--- src/rtl/vccp_pkg.sv ---
// vccp_pkg: types and constants shared by the view cone cube priority block.
// Depends on nothing; every other file in rtl/ refers to it by scoped names.
package vccp_pkg;

    // multiply-accumulate unit geometry
    localparam int ACC_W = 114;
    localparam int MA_W  = 72;
    localparam int MB_W  = 64;
    localparam int DIG_W = 16;

    // request type codes on the input
    localparam logic [1:0] REQ_LOAD  = 2'd0;
    localparam logic [1:0] REQ_CLEAR = 2'd1;
    localparam logic [1:0] REQ_QUERY = 2'd2;

    // status codes on the result
    localparam logic [1:0] ST_SEND    = 2'd0;
    localparam logic [1:0] ST_NOSEND  = 2'd1;
    localparam logic [1:0] ST_NOVIEWS = 2'd2;

    localparam logic [39:0] PRIO_MAX = 40'hFF_FFFF_FFFF;
    localparam logic [39:0] PRIO_ONE = 40'd65536;
    localparam logic [43:0] EPS_Q16  = 44'd66;

    typedef enum logic [1:0] {
        OP_LOAD,
        OP_CLEAR,
        OP_QUERY
    } op_t;

    typedef struct packed {
        logic [1:0]         req_type;
        logic [1:0]         view_index;
        logic signed [31:0] pos_x;
        logic signed [31:0] pos_y;
        logic signed [31:0] pos_z;
        logic signed [15:0] dir_x;
        logic signed [15:0] dir_y;
        logic signed [15:0] dir_z;
        logic [16:0]        cos_half;
        logic [16:0]        sin_half;
        logic [31:0]        extent;
    } req_t;

    typedef struct packed {
        logic [39:0] priority_res;
        logic [1:0]  status;
    } res_t;

    typedef struct packed {
        op_t  op;
        req_t item;
    } cmd_t;

    typedef struct packed {
        logic                    start;
        logic                    neg;
        logic [1:0]              ndig;   // digits of b minus one
        logic [MA_W-1:0]         a;
        logic [MB_W-1:0]         b;
        logic signed [ACC_W-1:0] init;
    } mac_req_t;

    typedef struct packed {
        logic                    done;
        logic signed [ACC_W-1:0] acc;
    } mac_rsp_t;

    typedef struct packed {
        logic        start;
        logic [71:0] d2;
        logic [31:0] ext;
    } rd_req_t;

    typedef struct packed {
        logic        done;
        logic [54:0] quot;
    } rd_rsp_t;

endpackage

--- src/rtl/vccp_front.sv ---
// vccp_front: takes transactions, decodes the request type, drops no-ops,
// and queues the rest for the back end. Depends on vccp_pkg.
module vccp_front #(
    parameter int MAX_VIEWS = 4
) (
    input  logic            clk,
    input  logic            rst_n,
    input  logic            start,
    output logic            busy,
    input  vccp_pkg::req_t  req,
    output logic            cmd_valid,
    input  logic            cmd_pop,
    output vccp_pkg::cmd_t  cmd
);

    vccp_pkg::cmd_t q_reg [2];
    logic           wr_ptr_reg;
    logic           rd_ptr_reg;
    logic [1:0]     cnt_reg;
    logic [1:0]     cnt_next;
    vccp_pkg::cmd_t cls;
    logic           keep;
    logic           push;

    always_comb
    begin
        cls.item = req;
        cls.op   = vccp_pkg::OP_QUERY;
        keep     = 1'b0;
        unique case (req.req_type)
            vccp_pkg::REQ_LOAD:
            begin
                cls.op = vccp_pkg::OP_LOAD;
                keep   = int'(req.view_index) < MAX_VIEWS;
            end
            vccp_pkg::REQ_CLEAR:
            begin
                cls.op = vccp_pkg::OP_CLEAR;
                keep   = 1'b1;
            end
            vccp_pkg::REQ_QUERY:
            begin
                cls.op = vccp_pkg::OP_QUERY;
                keep   = 1'b1;
            end
            default:
            begin
                keep = 1'b0;   // unknown request: nothing to do
            end
        endcase
    end

    assign busy      = (cnt_reg == 2'd2);
    assign push      = start & ~busy & keep;
    assign cmd_valid = (cnt_reg != 2'd0);
    assign cmd       = q_reg[rd_ptr_reg];
    assign cnt_next  = cnt_reg + 2'(push) - 2'(cmd_pop);

    always_ff @(posedge clk or negedge rst_n)
    begin
        if (!rst_n)
        begin
            wr_ptr_reg <= 1'b0;
            rd_ptr_reg <= 1'b0;
            cnt_reg    <= 2'd0;
        end
        else
        begin
            if (push)
                wr_ptr_reg <= ~wr_ptr_reg;
            if (cmd_pop)
                rd_ptr_reg <= ~rd_ptr_reg;
            cnt_reg <= cnt_next;
        end
    end

    always_ff @(posedge clk)
    begin
        if (push)
            q_reg[wr_ptr_reg] <= cls;
    end

endmodule

--- config.mk ---
export PLATFORM = sky130hd
export DESIGN_NAME = vccp_front
export DESIGN_NICKNAME = d
export VERILOG_FILES = /design/src/rtl/vccp_pkg.sv /design/src/rtl/vccp_front.sv
export SDC_FILE = /design/constraint.sdc
export NUM_CORES = 1
export LEC_CHECK = 0
export BUFFER_PORTS_ARGS = -buffer_cell sky130_fd_sc_hd__buf_4
export CAP_MARGIN = 20
export CORE_MARGIN = 10
export CORE_UTILIZATION = 45
export CTS_CLUSTER_DIAMETER = 80
export CTS_CLUSTER_SIZE = 30
export DETAILED_ROUTE_END_ITERATION = 6
export GPL_TIMING_DRIVEN = 0
export PLACE_DENSITY = 0.7
export SKIP_CTS_REPAIR_TIMING = 1
export SLEW_MARGIN = 30
export SYNTH_ARGS = -nofsm -noshare
export SYNTH_HDL_FRONTEND = slang
export SYNTH_SLANG_ARGS = --single-unit
export TNS_END_PERCENT = 5
--- constraint.sdc ---
create_clock -name clk -period 16.2 [get_ports clk]
set_clock_uncertainty 0.05 [all_clocks]
set_input_delay 3.24 -clock clk [delete_from_list [all_inputs] [get_ports clk]]
set_output_delay 3.24 -clock clk [all_outputs]
set_load 0.1 [all_outputs]
==> flow_metrics.env, run 1 <==
export IMPL_status="completed"
export IMPL_clock_sinks=436
export IMPL_cpMaxStageDelayCell="dfrtp_1"
export IMPL_cp_top_family="buffers and inverters"
export IMPL_overflow=0
export IMPL_grt_pass1_wl_um=54800
export IMPL_viasPerCell=4.908
export IMPL_port_buffers=435
export IMPL_drive_gt1_share_pct=61.79
export IMPL_path_buf_inv=4
export IMPL_tightest_slew_ns=0.5158
export IMPL_slew_viol_final=0
export IMPL_worstSetupEndpointType="output port"
export IMPL_grt_pass1_vias=8742
export IMPL_ys_types=16
export IMPL_dr_total_vias=8079
export IMPL_track_usage_pct=16.35
export IMPL_layout_commonest_cell="buf_4"
export IMPL_cp_cell_sequence="buf_6 > buf_6 > buf_6 > mux2_4 > buf_4"
export IMPL_relSlewSlack_pct=65.53
export IMPL_post_drt_wl_per_cell_um=23.10
export IMPL_path_class="reg -> out"
export IMPL_antenna_found_initial=2
export IMPL_routed_wl_um=38020
export IMPL_required_ns=12.91
export IMPL_synth_cells=692
export IMPL_cts_tree="yes"
export IMPL_largest_reg_flops=432
export IMPL_min_period_over_period_pct=33.17
export IMPL_cts_max_level=1
export IMPL_hp_class="reg -> reg"
export IMPL_critPathMaxFanout=10
export IMPL_seq_area_frac_synth_pct=80.09
export IMPL_grt_max_degree=31
export IMPL_synth_seq_cells=436
export IMPL_fin_nets=1393
export IMPL_start_util_pct=45.78
export IMPL_setup_ws_ns=10.83
export IMPL_rows=69
export IMPL_crit_top_cell="buf_6"
export IMPL_place_ws_ns=10.45
export IMPL_ant_nets=0
export IMPL_layout_common_cells="buf_4, edfxtp_1, mux2_4"
export IMPL_cts_root_buf="clkbuf_16"
export IMPL_postLayoutCoreUtil_pct=60.28
export IMPL_dr_pass1_iters=6
export IMPL_setup_viol=0
export IMPL_finalSetupTns_ns=0
export IMPL_syn2layout_area_growth_pct=31.68
export IMPL_clk_pin_slew_worst_paths_ns=0.11
export IMPL_fmax_mhz=186.1
export IMPL_finalHoldViolCount=0
export IMPL_slowest_delay_ns=0.36
export IMPL_post_route_drc_count=0
export IMPL_synthesis_nets=912
export IMPL_rsz0062_at_grt="false"
export IMPL_die_h_um=210.5
export IMPL_start_kind="flop"
export IMPL_ctsLongestPathBuffers=3
export IMPL_gp_congestion=0.7211
export IMPL_clock_latency_ns=0.54
export IMPL_core_area_sq_um=35660
export IMPL_fin_crit_ns=5.374
export IMPL_synth_area_sq_um=16320
export IMPL_dp_hpwl_um=29290
export IMPL_numCtsBuffers=20
export IMPL_fp_dieW_um=210.5
export IMPL_dieArea_sq_um=44290
export IMPL_drv_cap=0
export IMPL_drt_iter0_markers=333
export IMPL_avgSynthCellArea_sq_um=23.59
export IMPL_yosys_warnings=0
export IMPL_cp_arrival_ns=2.08
export IMPL_pin_count=436
==> layout make-up <==
class / count / area, sq um
fill: 2691 / 14160
sequential: 436 / 13070
timing repair buffer: 459 / 3901
multi-input combinational: 229 / 3033
tap: 461 / 576.8
clock buffer: 22 / 529.3
buffer: 25 / 224.0
clock inverter: 10 / 142.6
inverter: 2 / 7.507
antenna: 2 / 5.005
==> path summary, 6_finish.rpt <==
check / start / to / slack, ns / cells after the start
max in group asynchronous: rst_n / rd_ptr_reg / 13.58 / 1
min in group asynchronous: rst_n / wr_ptr_reg / 2.42 / 1
max: rd_ptr_reg / cmd[155] / 10.83 / 5
min: cnt_reg[1] / cnt_reg[1] / 0.47 / 1
min reg2reg: cnt_reg[1] / cnt_reg[1] / 0.47 / 1
max reg2reg: cnt_reg[1] / q_reg[1][129] / 13.27 / 9
==> Yosys cell counts <==
master    instances  area share (%)
buf_2             8            0.25
buf_6            16             1.1
clkbuf_1          1           0.023
dfrtp_1           4            0.61
edfxtp_1        432              79
ha_1              2            0.15
inv_1             2           0.046
mux2_2           86             5.9
mux2_4          130              12
nand2_1           1           0.023
nand3b_1          1           0.046
nor2_1            2           0.046
nor2b_1           2           0.077
or2_2             1           0.038
xnor2_1           3            0.16
xor2_1            1           0.054
==> stage by stage <==
stage / area, sq um / hold slack (ns) / std cells
2_1_floorplan: 16320 / 0.4019 / 692
3_3_place_gp: 20160 / 0.4277 / 1588
3_5_place_dp: 20820 / 0.4605 / 1612
4_1_cts: 21490 / 0.4795 / 1644
5_1_grt: 21490 / 0.5212 / 1646
6_report: 21490 / 0.4746 / 1646
==> kinds of logic after synthesis <==
logic type	synth area share (%)
xor+xnor	0.2147
fa+ha+maj	0.1533
flops	80.09
simple gates	0.2300
buf+inv	1.418
mux	17.89
==> routing by layer <==
metal	routed length (um)	vias up	GRT usage, %
met4	546	0	3.297
met3	4214	31	7.196
met1	13510	4044	17.69
li1	-	3701	-
met5	0	-	0
met2	19750	303	29.14
Power of run 1 is not shown: default switching activity piles up to over one toggle a cycle in this logic, so the estimate is an artifact.
==> inputs of run 2 (changes only) <==
PLACE_DENSITY = 0.73   (was 0.7)
clock period = 4.47 ns   (was 16.2 ns; I/O delays follow)
==> run 2 against run 1 <==
Net effect: die area unchanged; wire length up 1.6%; cell count about the same; clock-buffer cell count up 3; design area about the same; first-iteration DRC count up 15%; non-clock buffer count unchanged; global-route usage up 0.38 points; setup slack worse by 9.4 ns; critical path type unchanged.
==> flow_metrics.env, run 2 (synthesized netlist as in run 1, its figures left out) <==
export IMPL_drive_gt1_share_pct=61.80
export IMPL_routed_wl_um=38640
export IMPL_start_util_pct=45.78
export IMPL_antenna_found_initial=2
export IMPL_relSlewSlack_pct=58.44
export IMPL_crit_start="rd_ptr_reg"
export IMPL_stdcell_area_sq_um=21500
export IMPL_ant_nets=0
export IMPL_slew_viol_final=0
export IMPL_hp_class="in -> async"
export IMPL_drv_cap=0
export IMPL_dieArea_sq_um=44290
export IMPL_worstSetupEndpointType="output port"
export IMPL_pin_count=436
export IMPL_drt_iter0_markers=383
export IMPL_clock_latency_ns=0.55
export IMPL_cp_arrival_ns=2.11
export IMPL_num_antenna_cells=0
export IMPL_start_kind="flop"
export IMPL_fin_crit_ns=3.053
export IMPL_rsz0062_at_grt="false"
export IMPL_met1_length_um=14000
export IMPL_top_layer="met5"
export IMPL_port_buffers=435
export IMPL_cts_root_buf="clkbuf_16"
export IMPL_critPathMaxFanout=10
export IMPL_syn2layout_area_growth_pct=31.70
export IMPL_route_met3_wl_um=4035
export IMPL_cts_tree="yes"
export IMPL_dpl_cell_area_sq_um=20820
export IMPL_cts_max_level=1
export IMPL_gp_congestion=0.7430
export IMPL_post_route_drc_count=0
export IMPL_status="completed"
export IMPL_numCtsBuffers=21
export IMPL_die_h_um=210.5
export IMPL_layout_common_cells="buf_4, edfxtp_1, mux2_4"
export IMPL_largest_reg_flops=432
export IMPL_fmax_mhz=327.6
export IMPL_dr_total_vias=8121
export IMPL_viasPerCell=4.931
export IMPL_fp_dieW_um=210.5
export IMPL_dr_wl_met2_um=19740
export IMPL_track_usage_pct=16.73
export IMPL_grt_pass1_vias=8844
export IMPL_fin_nets=1394
export IMPL_core_area_sq_um=35660
export IMPL_finalSetupTns_ns=0
export IMPL_min_period_over_period_pct=68.29
export IMPL_setup_viol=0
export IMPL_tightest_slew_ns=0.6219
export IMPL_grt_max_degree=32
export IMPL_ctsLongestPathBuffers=3
export IMPL_clock_sinks=436
export IMPL_required_ns=3.53
export IMPL_clk_pin_slew_worst_paths_ns=0.11
export IMPL_finalHoldViolCount=0
export IMPL_dp_hpwl_um=29790
export IMPL_overflow=0
export IMPL_path_class="reg -> out"
export IMPL_rows=69
export IMPL_layout_commonest_cell="buf_4"
export IMPL_dr_pass1_iters=4
export IMPL_grt_pass1_wl_um=56190
export IMPL_post_drt_wl_per_cell_um=23.46
export IMPL_rr_startpoint="cnt_reg[1]"
-- run 2: cell types whose count changed in the layout (fill, tap and decap cells not counted), moves of 2 or more --
cell	previous run	this run
buf_12	0	2
bufinv_16	2	0
clkbuf_1	2	5
clkinv_16	0	2
clkinv_2	0	2
diode_2	2	0
inv_6	3	0
inv_8	0	2
-- run 2: final timing paths --
check,end,slack (ns),cells after the start
max,cmd[174],1.42,5
min in group clk,cnt_reg[1],0.45,1
max in group asynchronous,cnt_reg[0],4.21,1
max reg2reg,q_reg[1][53],1.81,7
min reg2reg,cnt_reg[1],0.45,1
min,cnt_reg[1],0.06,1
-- run 2: per-layer routing --
metal  vias up  track usage [%]
li1       3698                -
met1      4054            18.72
met2       322            29.42
met3        43            6.795
met4         4            3.646
met5         -                0
-- run 2: layout make-up --
| type | count | area, sq um |
|---|---|---|
| fill | 2606 | 14160 |
| sequential | 436 | 13070 |
| timing repair buffer | 459 | 3899 |
| multi-input combinational | 229 | 3043 |
| tap | 461 | 576.8 |
| clock buffer | 25 | 540.5 |
| buffer | 25 | 224.0 |
| clock inverter | 10 | 132.6 |
| inverter | 2 | 7.507 |
-- run 2: metrics by stage --
stage / setup slack [ns] / instances / util (%) / hold slack (ns)
after floorplan: -0.4532 / 692 / - / 0.4015
after global placement: -2.553 / 1588 / 56.62 / 0.4263
after detailed placement: 1.368 / 1612 / 58.40 / 0.4343
after CTS: 1.343 / 1647 / 60.29 / 0.02865
after global routing: 1.308 / 1647 / 60.29 / 0.03278
final: 1.417 / 1647 / 60.29 / 0.06379
-- run 2: worst max-delay path: stages, from the launching register on --
cell and delay [ns]:
dfrtp_1 0.35, buf_6 0.15, buf_6 0.21, buf_6 0.23, mux2_4 0.34, buf_4 0.24
Power of run 2 is left out for the same reason.
